<file path="config.mk">
export PLATFORM = sky130hd
export DESIGN_NAME = zigzag_row_transposer_unit
export DESIGN_NICKNAME = d
export VERILOG_FILES = /design/src/design/zrt_pkg.sv /design/src/design/zrt_ram.sv /design/src/design/zrt_front.sv /design/src/design/zrt_job_fifo.sv /design/src/design/zrt_back.sv /design/src/design/zigzag_row_transposer_unit.sv
export SDC_FILE = /design/constraint.sdc
export NUM_CORES = 1
export LEC_CHECK = 0
export ABC_AREA = 1
export BUFFER_PORTS_ARGS = -buffer_cell sky130_fd_sc_hd__buf_4
export CORE_MARGIN = 10
export CORE_UTILIZATION = 23
export CTS_CLUSTER_SIZE = 8
export DETAILED_ROUTE_END_ITERATION = 10
export SLEW_MARGIN = 20
export SYNTH_ARGS = -nofsm -noshare
export SYNTH_HDL_FRONTEND = slang
export SYNTH_SLANG_ARGS = --single-unit
</file>
<file path="constraint.sdc">
create_clock -name clk -period 9.8 [get_ports clk]
set_input_delay 1.47 -clock clk [delete_from_list [all_inputs] [get_ports clk]]
set_output_delay 1.47 -clock clk [all_outputs]
set_load 0.1 [all_outputs]
</file>
<file path="src/design/zrt_pkg.sv">
// Shared types and constants for the zigzag row transposer.
// Used by every module of the block but zrt_ram; depends on nothing.
package zrt_pkg;

  localparam int MAX_LEN    = 64;
  localparam int ADDR_W     = $clog2(MAX_LEN);
  localparam int LEN_W      = ADDR_W + 1;
  localparam int RAIL_W     = 7;
  localparam int BYTE_W     = 8;
  localparam int BANKS      = 2;
  localparam int RAM_DEPTH  = BANKS * MAX_LEN;
  localparam int RAM_AW     = $clog2(RAM_DEPTH);
  localparam int OQ_DEPTH   = 4;
  localparam int OQ_PTR_W   = $clog2(OQ_DEPTH);

  localparam logic [RAIL_W-1:0] RAIL_RESET = RAIL_W'(3);

  // One finished string, waiting for the back end.
  typedef struct packed {
    logic              bank;
    logic [LEN_W-1:0]  len;
    logic              ovr;
    logic [RAIL_W-1:0] rails;
  } job_t;

  // One result item as held in the output queue.
  typedef struct packed {
    logic [BYTE_W-1:0] data;
    logic              last;
    logic              ovr;
  } result_t;

endpackage

</file>
<file path="src/design/zrt_ram.sv">
// Generic single-write, single-read RAM with registered read data.
// Stand-alone; no package needed.
module zrt_ram #(
  parameter int WIDTH = 8,
  parameter int DEPTH = 128
) (
  input  logic                     clk,
  input  logic                     we,
  input  logic [$clog2(DEPTH)-1:0] waddr,
  input  logic [WIDTH-1:0]         wdata,
  input  logic [$clog2(DEPTH)-1:0] raddr,
  output logic [WIDTH-1:0]         rdata
);

  logic [WIDTH-1:0] mem [DEPTH];

  always_ff @(posedge clk) begin
    if (we) begin
      mem[waddr] <= wdata;
    end
    rdata <= mem[raddr];
  end

endmodule

</file>
<file path="src/design/zrt_front.sv">
// Front end: holds the rail count, loads bytes into the current bank,
// and closes a string into a job. Depends on zrt_pkg.
module zrt_front (
  input  logic                         clk,
  input  logic                         rst,
  input  logic                         cfg_we,
  input  logic [zrt_pkg::RAIL_W-1:0]   cfg_data,
  input  logic                         push,
  input  logic                         jobq_full,
  input  logic [zrt_pkg::BYTE_W-1:0]   in_byte,
  input  logic                         in_last,
  output logic                         ram_we,
  output logic [zrt_pkg::RAM_AW-1:0]   ram_waddr,
  output logic [zrt_pkg::BYTE_W-1:0]   ram_wdata,
  output logic                         job_push,
  output zrt_pkg::job_t                job
);

  logic [zrt_pkg::RAIL_W-1:0] rail_count;
  logic [zrt_pkg::ADDR_W-1:0] fill;
  logic                       bank;
  logic                       accept;
  logic                       close;

  assign accept    = push && !jobq_full;
  assign close     = in_last || (fill == zrt_pkg::ADDR_W'(zrt_pkg::MAX_LEN - 1));
  assign ram_we    = accept;
  assign ram_waddr = {bank, fill};
  assign ram_wdata = in_byte;
  assign job_push  = accept && close;

  always_comb begin
    job.bank  = bank;
    job.len   = {1'b0, fill} + zrt_pkg::LEN_W'(1);
    job.ovr   = !in_last;
    job.rails = rail_count;
  end

  always_ff @(posedge clk) begin
    if (rst) begin
      rail_count <= zrt_pkg::RAIL_RESET;
      fill       <= '0;
      bank       <= 1'b0;
    end else begin
      if (cfg_we) begin
        rail_count <= cfg_data;
      end
      if (accept) begin
        if (close) begin
          fill <= '0;
          bank <= !bank;
        end else begin
          fill <= fill + zrt_pkg::ADDR_W'(1);
        end
      end
    end
  end

endmodule

</file>
<file path="src/design/zrt_job_fifo.sv">
// Two-entry queue of finished strings between front and back end.
// One entry per buffer bank. Depends on zrt_pkg.
module zrt_job_fifo (
  input  logic          clk,
  input  logic          rst,
  input  logic          wr,
  input  zrt_pkg::job_t wr_job,
  input  logic          rd,
  output logic          full,
  output logic          valid,
  output zrt_pkg::job_t head_job
);

  zrt_pkg::job_t slot [zrt_pkg::BANKS];
  logic          wptr;
  logic          rptr;
  logic [1:0]    count;

  assign full     = (count == 2'd2);
  assign valid    = (count != 2'd0);
  assign head_job = slot[rptr];

  always_ff @(posedge clk) begin
    if (wr) begin
      slot[wptr] <= wr_job;
    end
  end

  always_ff @(posedge clk) begin
    if (rst) begin
      wptr  <= 1'b0;
      rptr  <= 1'b0;
      count <= '0;
    end else begin
      if (wr) begin
        wptr <= !wptr;
      end
      if (rd) begin
        rptr <= !rptr;
      end
      case ({wr, rd})
        2'b10:   count <= count + 2'd1;
        2'b01:   count <= count - 2'd1;
        default: count <= count;
      endcase
    end
  end

endmodule

</file>
<file path="src/design/zrt_back.sv">
// Back end: walks a bank in rail order, reads the RAM, and queues
// result items for the output side. Depends on zrt_pkg.
module zrt_back (
  input  logic                        clk,
  input  logic                        rst,
  input  logic                        job_valid,
  input  zrt_pkg::job_t               job,
  output logic                        job_pop,
  output logic [zrt_pkg::RAM_AW-1:0]  ram_raddr,
  input  logic [zrt_pkg::BYTE_W-1:0]  ram_rdata,
  input  logic                        pop,
  output logic                        empty,
  output logic [zrt_pkg::BYTE_W-1:0]  out_byte,
  output logic                        out_last,
  output logic                        overrun
);

  logic                          busy;
  logic                          bank;
  logic [zrt_pkg::LEN_W-1:0]     len;
  logic                          ovr;
  logic [zrt_pkg::RAIL_W-1:0]    rails_eff;
  logic [7:0]                    period;
  logic [zrt_pkg::RAIL_W-1:0]    rail;
  logic [7:0]                    pos;
  logic                          phase;
  logic [zrt_pkg::LEN_W-1:0]     k;

  logic                          rd_v;
  logic                          rd_last;
  logic                          rd_ovr;

  zrt_pkg::result_t              oq [zrt_pkg::OQ_DEPTH];
  logic [zrt_pkg::OQ_PTR_W-1:0]  head;
  logic [zrt_pkg::OQ_PTR_W-1:0]  tail;
  logic [zrt_pkg::OQ_PTR_W:0]    cnt;

  logic                          start;
  logic                          pass;
  logic                          issue;
  logic                          edge_rail;
  logic [7:0]                    two_r;
  logic [7:0]                    step;
  logic [8:0]                    npos;
  logic                          wrap;
  logic [zrt_pkg::RAIL_W-1:0]    rail_next;
  logic                          done;
  logic                          oq_pop;

  assign start     = job_valid && !busy;
  assign pass      = (job.rails <= zrt_pkg::RAIL_W'(1)) ||
                     ({1'b0, job.rails} >= {{(zrt_pkg::RAIL_W + 1 - zrt_pkg::LEN_W){1'b0}},
                                            job.len});
  assign issue     = busy &&
                     (({1'b0, cnt} + {{(zrt_pkg::OQ_PTR_W + 1){1'b0}}, rd_v}) <
                      (zrt_pkg::OQ_PTR_W + 2)'(zrt_pkg::OQ_DEPTH));
  assign edge_rail = (rail == '0) || (rail == rails_eff - zrt_pkg::RAIL_W'(1));
  assign two_r     = {rail, 1'b0};
  assign step      = edge_rail ? period : (phase ? two_r : (period - two_r));
  assign npos      = {1'b0, pos} + {1'b0, step};
  assign wrap      = npos >= 9'(len);
  assign rail_next = rail + zrt_pkg::RAIL_W'(1);
  assign done      = (rail_next == rails_eff);
  assign job_pop   = issue && wrap && done;
  assign ram_raddr = {bank, pos[zrt_pkg::ADDR_W-1:0]};

  // Walk state: rail, position within the bank, and the alternating step.
  always_ff @(posedge clk) begin
    if (rst) begin
      busy <= 1'b0;
      rd_v <= 1'b0;
    end else begin
      rd_v <= issue;
      if (start) begin
        busy <= 1'b1;
      end else if (job_pop) begin
        busy <= 1'b0;
      end
    end
  end

  always_ff @(posedge clk) begin
    rd_last <= (k + zrt_pkg::LEN_W'(1)) == len;
    rd_ovr  <= ovr;
    if (start) begin
      bank      <= job.bank;
      len       <= job.len;
      ovr       <= job.ovr;
      rails_eff <= pass ? zrt_pkg::RAIL_W'(1) : job.rails;
      period    <= pass ? 8'd1 : ({job.rails, 1'b0} - 8'd2);
      rail      <= '0;
      pos       <= '0;
      phase     <= 1'b0;
      k         <= '0;
    end else if (issue) begin
      k <= k + zrt_pkg::LEN_W'(1);
      if (wrap) begin
        rail  <= rail_next;
        pos   <= 8'(rail_next);
        phase <= 1'b0;
      end else begin
        pos   <= npos[7:0];
        phase <= !phase;
      end
    end
  end

  // Output queue: room is reserved for the read in flight.
  assign oq_pop   = pop && !empty;
  assign empty    = (cnt == '0);
  assign out_byte = oq[head].data;
  assign out_last = oq[head].last;
  assign overrun  = oq[head].ovr;

  always_ff @(posedge clk) begin
    if (rd_v) begin
      oq[tail] <= '{data: ram_rdata, last: rd_last, ovr: rd_ovr};
    end
  end

  always_ff @(posedge clk) begin
    if (rst) begin
      head <= '0;
      tail <= '0;
      cnt  <= '0;
    end else begin
      if (rd_v) begin
        tail <= tail + zrt_pkg::OQ_PTR_W'(1);
      end
      if (oq_pop) begin
        head <= head + zrt_pkg::OQ_PTR_W'(1);
      end
      case ({rd_v, oq_pop})
        2'b10:   cnt <= cnt + (zrt_pkg::OQ_PTR_W + 1)'(1);
        2'b01:   cnt <= cnt - (zrt_pkg::OQ_PTR_W + 1)'(1);
        default: cnt <= cnt;
      endcase
    end
  end

endmodule

</file>
<file path="src/design/zigzag_row_transposer_unit.sv">
// Top level of the zigzag row transposer (rail fence transposition).
// Instantiates zrt_front, zrt_job_fifo, zrt_back and zrt_ram; uses zrt_pkg.
//
//   channel   handshake            fields                     accepted when
//   input     push / full          in_byte, in_last           push && !full
//   result    empty / pop          out_byte, out_last, overrun pop && !empty
//   config    cfg_we               cfg_data (rail count)      cfg_we
//
// Each accepted input item is written straight into the buffer RAM. Once a
// string is closed, the back end registers its job, then issues reads in rail
// order; the registered RAM data enters the output queue, and the walk holds
// while that queue has no room. The single RAM read port sets the result rate.
// Reset clears counters, pointers and the rail count (back to 3); the RAM
// holds no reset. full is high while both buffer banks hold closed strings
// that the back end has not finished reading; a result stall fills the output
// queue, holds the back end's walk on its bank, and so raises full once the
// front closes a string in the other bank.
module zigzag_row_transposer_unit (
  input  logic                        clk,
  input  logic                        rst,
  input  logic                        cfg_we,
  input  logic [zrt_pkg::RAIL_W-1:0]  cfg_data,
  input  logic                        push,
  output logic                        full,
  input  logic [zrt_pkg::BYTE_W-1:0]  in_byte,
  input  logic                        in_last,
  output logic                        empty,
  input  logic                        pop,
  output logic [zrt_pkg::BYTE_W-1:0]  out_byte,
  output logic                        out_last,
  output logic                        overrun
);

  // Buffer RAM: two banks of MAX_LEN bytes, selected by the top address bit.
  logic                        ram_we;
  logic [zrt_pkg::RAM_AW-1:0]  ram_waddr;
  logic [zrt_pkg::BYTE_W-1:0]  ram_wdata;
  logic [zrt_pkg::RAM_AW-1:0]  ram_raddr;
  logic [zrt_pkg::BYTE_W-1:0]  ram_rdata;

  // Job hand-off between the front and back end.
  logic                        job_push;
  zrt_pkg::job_t               job_in;
  logic                        job_valid;
  zrt_pkg::job_t               job_head;
  logic                        job_pop;

  // Load bytes and close strings; hold input while both banks are taken.
  zrt_front u_front (
    .clk       (clk),
    .rst       (rst),
    .cfg_we    (cfg_we),
    .cfg_data  (cfg_data),
    .push      (push),
    .jobq_full (full),
    .in_byte   (in_byte),
    .in_last   (in_last),
    .ram_we    (ram_we),
    .ram_waddr (ram_waddr),
    .ram_wdata (ram_wdata),
    .job_push  (job_push),
    .job       (job_in)
  );

  // One job per bank; an entry leaves when its last read is issued.
  zrt_job_fifo u_jobq (
    .clk      (clk),
    .rst      (rst),
    .wr       (job_push),
    .wr_job   (job_in),
    .rd       (job_pop),
    .full     (full),
    .valid    (job_valid),
    .head_job (job_head)
  );

  zrt_ram #(
    .WIDTH (zrt_pkg::BYTE_W),
    .DEPTH (zrt_pkg::RAM_DEPTH)
  ) u_ram (
    .clk   (clk),
    .we    (ram_we),
    .waddr (ram_waddr),
    .wdata (ram_wdata),
    .raddr (ram_raddr),
    .rdata (ram_rdata)
  );

  // Walk the rails of the oldest job and feed the result queue.
  zrt_back u_back (
    .clk       (clk),
    .rst       (rst),
    .job_valid (job_valid),
    .job       (job_head),
    .job_pop   (job_pop),
    .ram_raddr (ram_raddr),
    .ram_rdata (ram_rdata),
    .pop       (pop),
    .empty     (empty),
    .out_byte  (out_byte),
    .out_last  (out_last),
    .overrun   (overrun)
  );

endmodule

</file>
==> Word-level counts from Yosys, hierarchy flattened <==
Memory sizes are Yosys's and may differ from the RTL's. A register that Yosys moved wholly into a read port is not among the register bits.
Cells that the tools add are included.
{ "totals": {"ff_bits": 76, "ram_bits": 1096, "input_bits": 21, "output_inout_bits": 12, "word_cells": 98, "memories": 3} }
{ "mem_list": {"columns": ["name", "depth", "width", "read_ports", "rd_ports_with_merged_regs", "wr", "line", "rtl"], "rows": [
  ["u_ram.mem", 128, 8, 1, 1, 1, "zrt_ram.sv:15", "logic [WIDTH-1:0] mem [DEPTH];"],
  ["u_back.oq", 4, 10, 1, 1, 1, "zrt_back.sv:33", "zrt_pkg::result_t oq [zrt_pkg::OQ_DEPTH];"],
  ["u_jobq.slot", 2, 16, 1, 1, 1, "zrt_job_fifo.sv:14", "zrt_pkg::job_t slot [zrt_pkg::BANKS];"]
]} }
{ "classes": {"n_addsub": 15, "magnitude_cmp": 4, "eq_ne": 9, "mux": 19, "reduce_logical": 26} }
{ "ops": {"columns": ["cell", "count"], "rows": [
  ["$mux W8", 3],
  ["$eq A7 B7 Y1", 3],
  ["$add A7 B1 Y7 const B", 2],
  ["$mux W1", 11],
  ["$add A8 B8 Y9", 1],
  ["$ge A9 B7 Y1", 1],
  ["$logic_not A1 Y1", 8],
  ["$reduce_bool A2 Y1", 4],
  ["$sub A8 B2 Y8 const B", 1],
  ["$sub A8 B8 Y8", 1],
  ["$add A6 B1 Y7 const B", 1],
  ["$ge A7 B7 Y1", 1],
  ["$le A7 B1 Y1 const B", 1],
  ["$logic_and A1 B1 Y1", 7],
  ["$logic_not A7 Y1", 1],
  ["$sub A7 B1 Y7 const B", 1],
  ["$add A2 B1 Y2 const B", 3],
  ["$add A6 B1 Y6 const B", 1],
  ["$eq A2 B2 Y1 const B", 3],
  ["$eq A6 B6 Y1 const B", 1],
  ["$mux W6", 1],
  ["$pmux W3 S2", 1],
  ["$add A3 B1 Y4", 1],
  ["$eq A2 B1 Y1 const B", 2],
  ["other kinds (9)", 13]
]} }

==> Logic depth before layout (Yosys ltp) <==
Gate-level depths: netlist of the first run.
{ "depth": {"word_depth": 10, "mapped_depth": 34, "depth_no_buf": 34} }

==> Modules after synthesis <==
From an unflattened synthesis of the first run, not the netlist that was laid out.
{ "hier_totals": {"cells_unflattened": 4424, "area_unflattened_um2": 49999.2} }
{ "modules_own_cells": {"columns": ["module", "instances", "cells_per_inst", "area_per_inst_um2", "seq_area_each_um2"], "rows": [
  ["zrt_ram", 1, 3575, 42104.1, 30909.6],
  ["zrt_back", 1, 674, 5768.0, 2642.5],
  ["zrt_job_fifo", 1, 83, 1435.1, 1061.0],
  ["zrt_front", 1, 92, 691.9, 280.3]
]} }

==> Worst setup path before layout of the first run <==
OpenSTA, ideal clock, no wires.
{ "synth_timing": {"path_type": "reg-to-reg", "startpoint": "reg u_back.rails_eff[0] (netlist bit)", "endpoint": "reg u_jobq.count[1]", "setup_ps": 122, "arrival_ps": 4335, "required_time_ps": 9678, "setup_slack_ps": 5343, "path_stages_with_launch": 34, "n_path_buf": 0, "period_less_slack_ps": 4457, "path_cell_list": "edfxtp_1 -> inv_1 -> ha_1 -> nand2_1 -> xor2_1 -> xor2_1 -> nand2_1 -> nor2_1 -> nand2_1 -> nand3_1 -> nand2_1 -> inv_1 -> ha_1 -> inv_1 -> fa_1 -> o21ai_0 -> nand3_1 -> nand3_1 -> nand2_1 -> ha_1 -> nand2_1 -> inv_1 -> nand3_1 -> nand2_1 -> nand3b_1 -> inv_1 -> nand2_2 -> nand3_1 -> inv_1 -> ha_1 -> a21oi_1 -> o21ai_0 -> o21ai_0 -> a21oi_1"} }
{ "synth_between": {"elab_chain_cells": 10, "word_cells_on_any_way": 13, "classes_between": "2 x add/sub; 1 x order compare; 4 x eq/ne; 2 x mux; 4 x reduce/logical"} }
{ "synth_lines": {"columns": ["element", "line", "rtl"], "rows": [
  ["start: declaration", "zrt_back.sv:22", "logic [zrt_pkg::RAIL_W-1:0] rails_eff;"],
  ["start signal: assignment", "zrt_back.sv:89", "rails_eff <= pass ? zrt_pkg::RAIL_W'(1) : job.rails;"],
  ["$sub A7 B1 Y7", "zrt_back.sv:57", "assign edge_rail = (rail == '0) || (rail == rails_eff - zrt_pkg::RAIL_W'(1));"],
  ["$eq A7 B7 Y1", "zrt_back.sv:57", null],
  ["$logic_or A1 B1 Y1", "zrt_back.sv:57", null],
  ["$mux W8", "zrt_back.sv:59", "assign step = edge_rail ? period : (phase ? two_r : (period - two_r));"],
  ["$add A8 B8 Y9", "zrt_back.sv:60", "assign npos = {1'b0, pos} + {1'b0, step};"],
  ["$ge A9 B7 Y1", "zrt_back.sv:61", "assign wrap = npos >= 9'(len);"],
  ["$logic_and A1 B1 Y1", "zrt_back.sv:64", "assign job_pop = issue && wrap && done;"],
  ["$logic_and A1 B1 Y1 *", "zrt_back.sv:64", null],
  ["named net job_pop", "zigzag_row_transposer_unit.sv:46", "logic job_pop;"],
  ["$eq A2 B1 Y1 / $eq A2 B2 Y1 (equally long branches)", "zrt_job_fifo.sv:41", "case ({wr, rd})"],
  ["$pmux W2 S2 / $reduce_bool A2 Y1 (equally long branches)", null, null],
  ["end signal: assignment", "zrt_job_fifo.sv:42", "2'b10: count <= count + 2'd1;"],
  ["end signal: assignment", "zrt_job_fifo.sv:43", "2'b01: count <= count - 2'd1;"],
  ["end signal: assignment", "zrt_job_fifo.sv:44", "default: count <= count;"],
  ["end: declaration", "zrt_job_fifo.sv:17", "logic [1:0] count;"]
]} }
Mark *: on every way through the listed nets, which the timed path passes. The rest lies on a longest branch.
A chain may end at the register's enable or synchronous reset.

==> Worst setup path in the final report of the first run <==
Ends and elaborated chain as after synthesis.

==> results.toml, run 1 <==
[status]
outcome = "complete, no violations"

[cells_and_area]
area_delta_synth_final_pct = 15.6
layout.nets = 4404
drive_above_1_share_pct = 6.34
stdcell_area_um2 = 56800

[floorplanning]
die_h_um = 482
core_area_um2 = 212000
start_util_pct = 23.1
die_w_um = 482
die-area_um2 = 232000
boundaryPins = 33
rows = 169

[timing]
timing.hold.ws_ps = 342
final_hold_viol_count = 0
final.setup_skew_ps = 31.1
slew_headroom_pct = 28.1
tightestPinTransition_ps = 1080
fin_crit_sh_pct = 53.2
setup_tns_ps = 0
finalMaxSlewViolations = 0
setup_viol = 0
rsz0062_at_grt = "no"
fmaxAchievable_mhz = 192
finalWorstPathRequiredPeriod_ps = 5210

[logic_synthesis]
synth_cells = 4345
syn_nets = 4410
synth.avg_cell_area_um2 = 11.3
synth_seq_area_share_pct = 71.0
ys_types = 38
synth.ff_latch_count = 1183
synth_area_um2 = 49100
yosysWarnings = 0

[route]
drc = 0
wl_met1_mm = 55.9
first_pass_iters = 5
top_layer = "met5"
detail-route-antenna-nets = 0
dr_wl_met2_mm = 57.6
drt-total-wl_mm = 128
wl_met3_mm = 10.7
vias = 32500
via_per_inst = 4.51
drt_iter0_markers = 3348
wire_per_inst_um = 17.7

[clock_network]
cts_sinks = 1183
cts-resized-gates = 0
hold_buffers = 0
clock_latency_ps = 770
cts_buffer_depth = 3
cts_buffers = 165
htreeDepth = 4
cts_root_buf = "clkbuf_16"
cts_tree = "yes"
cts_setup_buffers = 0
path_clk_slew_ps = 50

[critical_path]
cpMaxStageDelayCell = "fa_1"
critPathKind = "reg2reg"
critPathTopFamily = "simple AND/OR/NAND/NOR gates"
cp-end-kind = "flop"
critPathLaunchType = "flop"
worst_path_largest_cell_delay_ps = 430
crit_buf_inv = 6
crit_fanout = 10
arrival_ps = 5860
crit_required_ps = 10450
crit_top_cell = "nand2_1"

[power_and_ir_drop]
irDropWorstVdd_mv = 0.195
finalPower_mw = 14.2
p_leak_nw = 19.7
power_density_nw_per_um2 = 250

[placement]
io_buffers = 32
place_hpwl_mm = 72.0
gp_routability_congestion = 0.823
place_area_um2 = 52200

[global_route]
gr-usage-all-layers_pct = 10.6
grt_pass1_wl_mm = 193
grt_pass1_vias = 31100
grt_overflow = 0
grt_max_degree = 173
grt_antenna_before_repair = 9

[job]
max_cap_violations = 0

[hold_path]
hold_class = "reg2reg"
-- synth_stat cells (all sizes together) --
cell	instances	share of area, %
nand4	12	0.15
nand3	1025	10
inv	120	0.92
o21a	1	0.015
ha	41	1.0
o21bai	1	0.015
nand3b	3	0.046
nor4	1	0.013
nor2	226	1.7
clkinv	3	0.023
a211oi	1	0.015
nand2	1279	9.8
o21ai	68	0.69
xnor2	7	0.12
xor2	27	0.48
buf	154	1.5
a21oi	55	0.56
and2	5	0.064
or2	15	0.19
xnor3	1	0.046
o211ai	1	0.015
clkbuf	93	0.71
edfxtp	1120	68
dfxtp	63	2.6
nor3	6	0.061
a31oi	1	0.013
fa	3	0.12
o22ai	12	0.15
o2111ai	1	0.031
-- area by class of cell --
type	count	area [um2]
Timing Repair Buffer	74	581
Multi-Input combinational cell	2792	12700
Inverter	123	479
Fill cell	21900	156000
Sequential cell	1183	34900
Tap cell	2821	3530
Antenna cell	3	7.51
Clock inverter	9	208
Clock buffer	205	4390
-- cells in the final DEF (no fill, tap or decap), types with 2 or more instances in the layout --
cell          n
a21oi_1      54
and2_1        5
buf_12        2
buf_4        72
clkbuf_1     35
clkbuf_16   170
clkinv_1      2
clkinv_16     5
dfxtp_1      59
dfxtp_4       3
diode_2       3
edfxtp_1   1120
fa_1          3
ha_1         41
inv_1       115
inv_16        2
inv_2         3
inv_6         2
inv_8         2
nand2_1    1278
nand3_1    1025
nand3b_1      3
nand4_1      12
nor2_1      225
nor3_1        6
o21ai_0      62
o21ai_1       6
o22ai_1      12
or2_1         4
or2_2        11
xnor2_1       7
xor2_1       27
-- registers in the layout, indices dropped and copies added, names as in the netlist, 3 cells and up, named ones only --
name                count
u_jobq.slot            32
u_back.cnt              3
u_back.oq              40
u_front.fill            6
u_back.period           8
u_front.rail_count      7
u_back.pos              8
u_back.len              7
u_back.k                7
u_back.rails_eff        7
u_ram.rdata             8
u_back.rail             7
u_ram.mem            1024
-- per-stage QoR --
stage / worst slack [ps] / utilization (%) / std cells
6_report: 4590 / 26.7 / 7210
3_3_place_gp: 4560 / 24.6 / 6993
5_1_grt: 4050 / 26.7 / 7208
3_5_place_dp: 4670 / 24.6 / 6993
4_1_cts: 4610 / 26.7 / 7207
2_1_floorplan: 5340 / - / 4345
-- power breakdown --
group,internal (mW),total [mW],switching [mW]
clock,3.10,5.16,2.06
combinational,0.893,3.24,2.34
sequential,5.64,5.81,0.168
total,9.64,14.2,4.57
-- cells by family (layout without fill, tap and decap cells) --
kind of cell	after synthesis	in the layout	synth area share, %
AOI/OAI and AO/OA	141	141	1.51
xor gates and xnor gates	35	35	0.652
adders and majority gates	44	44	1.17
buffers and inverters	370	411	3.14
DFF	1183	1183	71.0
other	0	3	0
and+or+nand+nor	2572	2572	22.5
-- routing by layer --
metal  vias up  GRT usage, %
met5         -             0
met4         8          3.63
met3       233          2.29
met2      1301          16.2
met1     15800          14.8
li1      15200             -
-- final timing paths --
check | startpoint | end | slack [ps] | cells after the start
max reg2reg | u_back.rails_eff[0]$_SDFFCE_PP1P_ | u_jobq.count[1]$_SDFFE_PP0P_ | 4590 | 33
max | u_back.rails_eff[0]$_SDFFCE_PP1P_ | u_jobq.count[1]$_SDFFE_PP0P_ | 4590 | 33
min | u_back.ovr$_DFFE_PP_ | u_back.rd_ovr$_DFF_P_ | 340 | 0
min reg2reg | u_back.ovr$_DFFE_PP_ | u_back.rd_ovr$_DFF_P_ | 340 | 0
Note: power is estimated with default switching activity, not from simulation.
==> run 2, diff against run 1 <==
- ABC_AREA: 1 -> 0
- clock period: 9.8 -> 5.4 ns (I/O delays scaled with it)
==> run 2 against run 1 <==
Non-clock buffer count up 20. Routed wire length down 14%. Via count decreased by 26%. Fmax grew 1.6%. Final area fell by 2.2%. Combinational power increased by 69%. Die area fell by 3.1%. Clock power up 80%. Power rose by 78%. Largest power group unchanged.
==> results.toml, run 2 <==
[status]
outcome = "complete, no violations"

[clock_network]
hold_buffers = 0
cts_buffers = 166
path_clk_slew_ps = 60
cts_sinks = 1183
cts_buffer_depth = 3
clock_latency_ps = 770
htreeDepth = 4
cts_root_buf = "clkbuf_16"
cts_tree = "yes"

[logic_synthesis]
synth.ff_latch_count = 1183
synth_top_family_by_area = "multiplexers"
yosysTopAreaCell = "edfxtp_1"
synth_seq_area_share_pct = 73.4
synth_area_um2 = 47500
synth_top_cell_area_share_pct = 70.8
synth-compound-area-share_pct = 5.00
synth_area_leaders = "edfxtp_1 71%, mux4_2 9.4%, mux2i_1 3.1%"
netlist_top_cells_count = "1120 x edfxtp_1, 198 x mux4_2, 192 x nor2_1"
synth_edf_count = 1120
synth-main-ff-cell = "edfxtp_1"
syn_nets = 2614
yosysWarnings = 0
ys_types = 66
synthXorXnorAreaFrac_pct = 1.09
yosys.area_share.simple_pct = 3.87
synth.most_common_cell = "edfxtp_1"
synth_mux_area_share_pct = 13.4
synthAdderAreaFrac_pct = 1.21
synth.avg_cell_area_um2 = 18.6
synth_cells = 2549
ys_async_sr_fraction_pct = 0

[timing]
final_hold_viol_count = 0
final.setup_skew_ps = 29.2
fmaxAchievable_mhz = 195
tightestPinTransition_ps = 1080
slew_headroom_pct = 25.9
finalWorstPathRequiredPeriod_ps = 5130
finalMaxSlewViolations = 0
setup_viol = 0
fin_crit_sh_pct = 95.0

[power_and_ir_drop]
power_density_nw_per_um2 = 455
irDropWorstVdd_mv = 0.364
p_leak_nw = 17.0

[critical_path]
r2r_slack_ps = 270
r2r_start = "u_back.rails_eff[0]$_SDFFCE_PP1P_"
r2r_end = "u_jobq.count[1]$_SDFFE_PP0P_"
cpMaxStageDelayCell = "fa_1"
ff2ff_path_depth = 24
worst_path_largest_cell_delay_ps = 420
crit_buf_inv = 2
critPathTopFamily = "compound AO/OA/AOI/OAI gates"
crit_required_ps = 6100
arrival_ps = 5830
critPathKind = "reg2reg"
cp-end-kind = "flop"
critPathLaunchType = "flop"
cp_cell_sequence = "inv_1, ha_2, nand2b_1, a21oi_1, a311o_1, a2111oi_4, nor2_2, a21boi_1, ha_1, inv_1, fa_1, nand2b_1, nand2b_1, a21oi_1, xnor2_1, ha_1, a21o_1, a21o_1, a21oi_2, o21a_1, a311oi_2, ha_1, or3_1, a21oi_1"
crit_fanout = 5

[job]
max_cap_violations = 0

[route]
first_pass_iters = 7
via_per_inst = 4.42
drc = 0
drt_iter0_markers = 2224
wire_per_inst_um = 20.3
detail-route-antenna-nets = 0
vias = 23900
drt-total-wl_mm = 110

[floorplanning]
core_area_um2 = 205000
start_util_pct = 23.2
die_w_um = 474
die_h_um = 474
die-area_um2 = 225000
boundaryPins = 33
rows = 166

[global_route]
grt_max_degree = 90
grt_antenna_before_repair = 4
grt_pass1_wl_mm = 165
gr-usage-all-layers_pct = 9.60
grt_overflow = 0
grt_pass1_vias = 24900

[cells_and_area]
top_regs = "u_ram.mem (1024), u_back.oq (40), u_jobq.slot (32)"
fillers = 20200
seq_area_um2 = 34900
multi_input_area_um2 = 11800
area_delta_synth_final_pct = 16.9
largest_register_ffs = 1024
top_register = "u_ram.mem"
layout_common_cells = "1120 x edfxtp_1, 198 x mux4_2, 189 x nor2_1, 168 x clkbuf_16, 146 x mux2i_1"
final_cells = 5408
layout.nets = 2732
stdcell_area_um2 = 55600
final_common_cell = "edfxtp_1"
drive_above_1_share_pct = 19.2

[hold_path]
hp-start = "cfg_data[0]"
min_to = "u_front.rail_count[0]$_SDFFE_PP1P_"
hold_depth = 2
hold_class = "in2reg"

[placement]
io_buffers = 32
gp_routability_congestion = 0.763
place_hpwl_mm = 66.3
place_area_um2 = 50900
dpl.cell_count = 5186
==> run 2: cell count changes after synthesis, moves of 57 or more <==
cell and delta:
mux4_2 +198, a22oi_1 +57, nand2_1 -1231, buf_2 -75
inv_1 -70, nand3_1 -990, mux2i_1 +146
==> run 2: logic make-up (layout without fill, tap and decap cells) <==
logic type,count (synthesis),after routing
adders and majority gates,44,44
xor gates and xnor gates,59,59
DFF,1183,1183
muxes,369,369
AOI/OAI and AO/OA,311,311
buffers and inverters,191,361
and+or+nand+nor,392,392
other,0,1
==> run 2: layer usage <==
metal,part of all wire (%),track usage [%],vias to the layer above
met5,0,0,-
met4,3.0,3.44,0
met3,5.8,1.89,214
met2,49,15.9,732
met1,42,12.4,12400
li1,-,-,10600
==> run 2: per-stage QoR <==
stage	utilization (%)	hold WS, ps	power [mW]	setup slack [ps]	TNS (ps)
final	27.1	247	25.3	271	0
after global routing	27.1	226	26.3	-42.3	-42.3
after CTS	27.1	190	25.4	198	0
after detailed placement	24.8	440	16.1	207	0
after global placement	24.8	414	16.0	181	0
after floorplan	-	323	14.3	187	0
==> run 2: how the worst max path moves through the flow <==
stage | start | endpoint | slack [ps] | cells past startpoint
floorplan | u_back.rails_eff[0]$_SDFFCE_PP1P_ | u_jobq.count[1]$_SDFFE_PP0P_ | 190 | 25
global placement | u_back.rails_eff[0]$_SDFFCE_PP1P_ | u_jobq.count[1]$_SDFFE_PP0P_ | 180 | 24
detailed placement | u_back.rails_eff[0]$_SDFFCE_PP1P_ | u_jobq.count[1]$_SDFFE_PP0P_ | 210 | 21
CTS | u_back.rails_eff[0]$_SDFFCE_PP1P_ | u_jobq.count[1]$_SDFFE_PP0P_ | 200 | 21
global route | u_back.rails_eff[0]$_SDFFCE_PP1P_ | u_jobq.count[1]$_SDFFE_PP0P_ | -40 | 24
finish | u_back.rails_eff[0]$_SDFFCE_PP1P_ | u_jobq.count[1]$_SDFFE_PP0P_ | 270 | 24
==> run 2: report_power, final <==
| group | leakage (nW) | total, mW | internal [mW] | switching [mW] |
|---|---|---|---|---|
| Combinational | 4.13 | 5.48 | 2.26 | 3.22 |
| Sequential | 10.6 | 10.5 | 10.2 | 0.235 |
| Clock | 2.22 | 9.30 | 5.59 | 3.71 |
| Total | 17.0 | 25.3 | 18.1 | 7.17 |
==> run 2: repair_timing <==
action | 4_1_cts | 5_1_grt
gates resized for setup | 0 | 9
endpoints found under the setup margin | 0 | 4
setup buffers | 0 | 1
==> run 2: cell type report <==
class / count / area share [%]
multi-input combinational: 1175 / 21.2
clock buffer: 206 / 7.82
inverter: 47 / 0.318
tap: 2688 / 6.05
timing repair buffer: 94 / 1.38
sequential: 1183 / 62.8
antenna: 1 / 0.00450
clock inverter: 14 / 0.401
==> run 2: worst register-to-register path, stage by stage (launching register included) <==
cell,delay (ps)
edfxtp_1,380
inv_1,80
ha_2,210
nand2b_1,140
a21oi_1,80
a311o_1,360
a2111oi_4,400
nor2_2,100
a21boi_1,150
ha_1,180
inv_1,60
fa_1,420
nand2b_1,180
nand2b_1,70
a21oi_1,70
xnor2_1,230
ha_1,290
a21o_1,190
a21o_1,190
a21oi_2,170
o21a_1,190
a311oi_2,110
ha_1,330
or3_1,350
a21oi_1,140
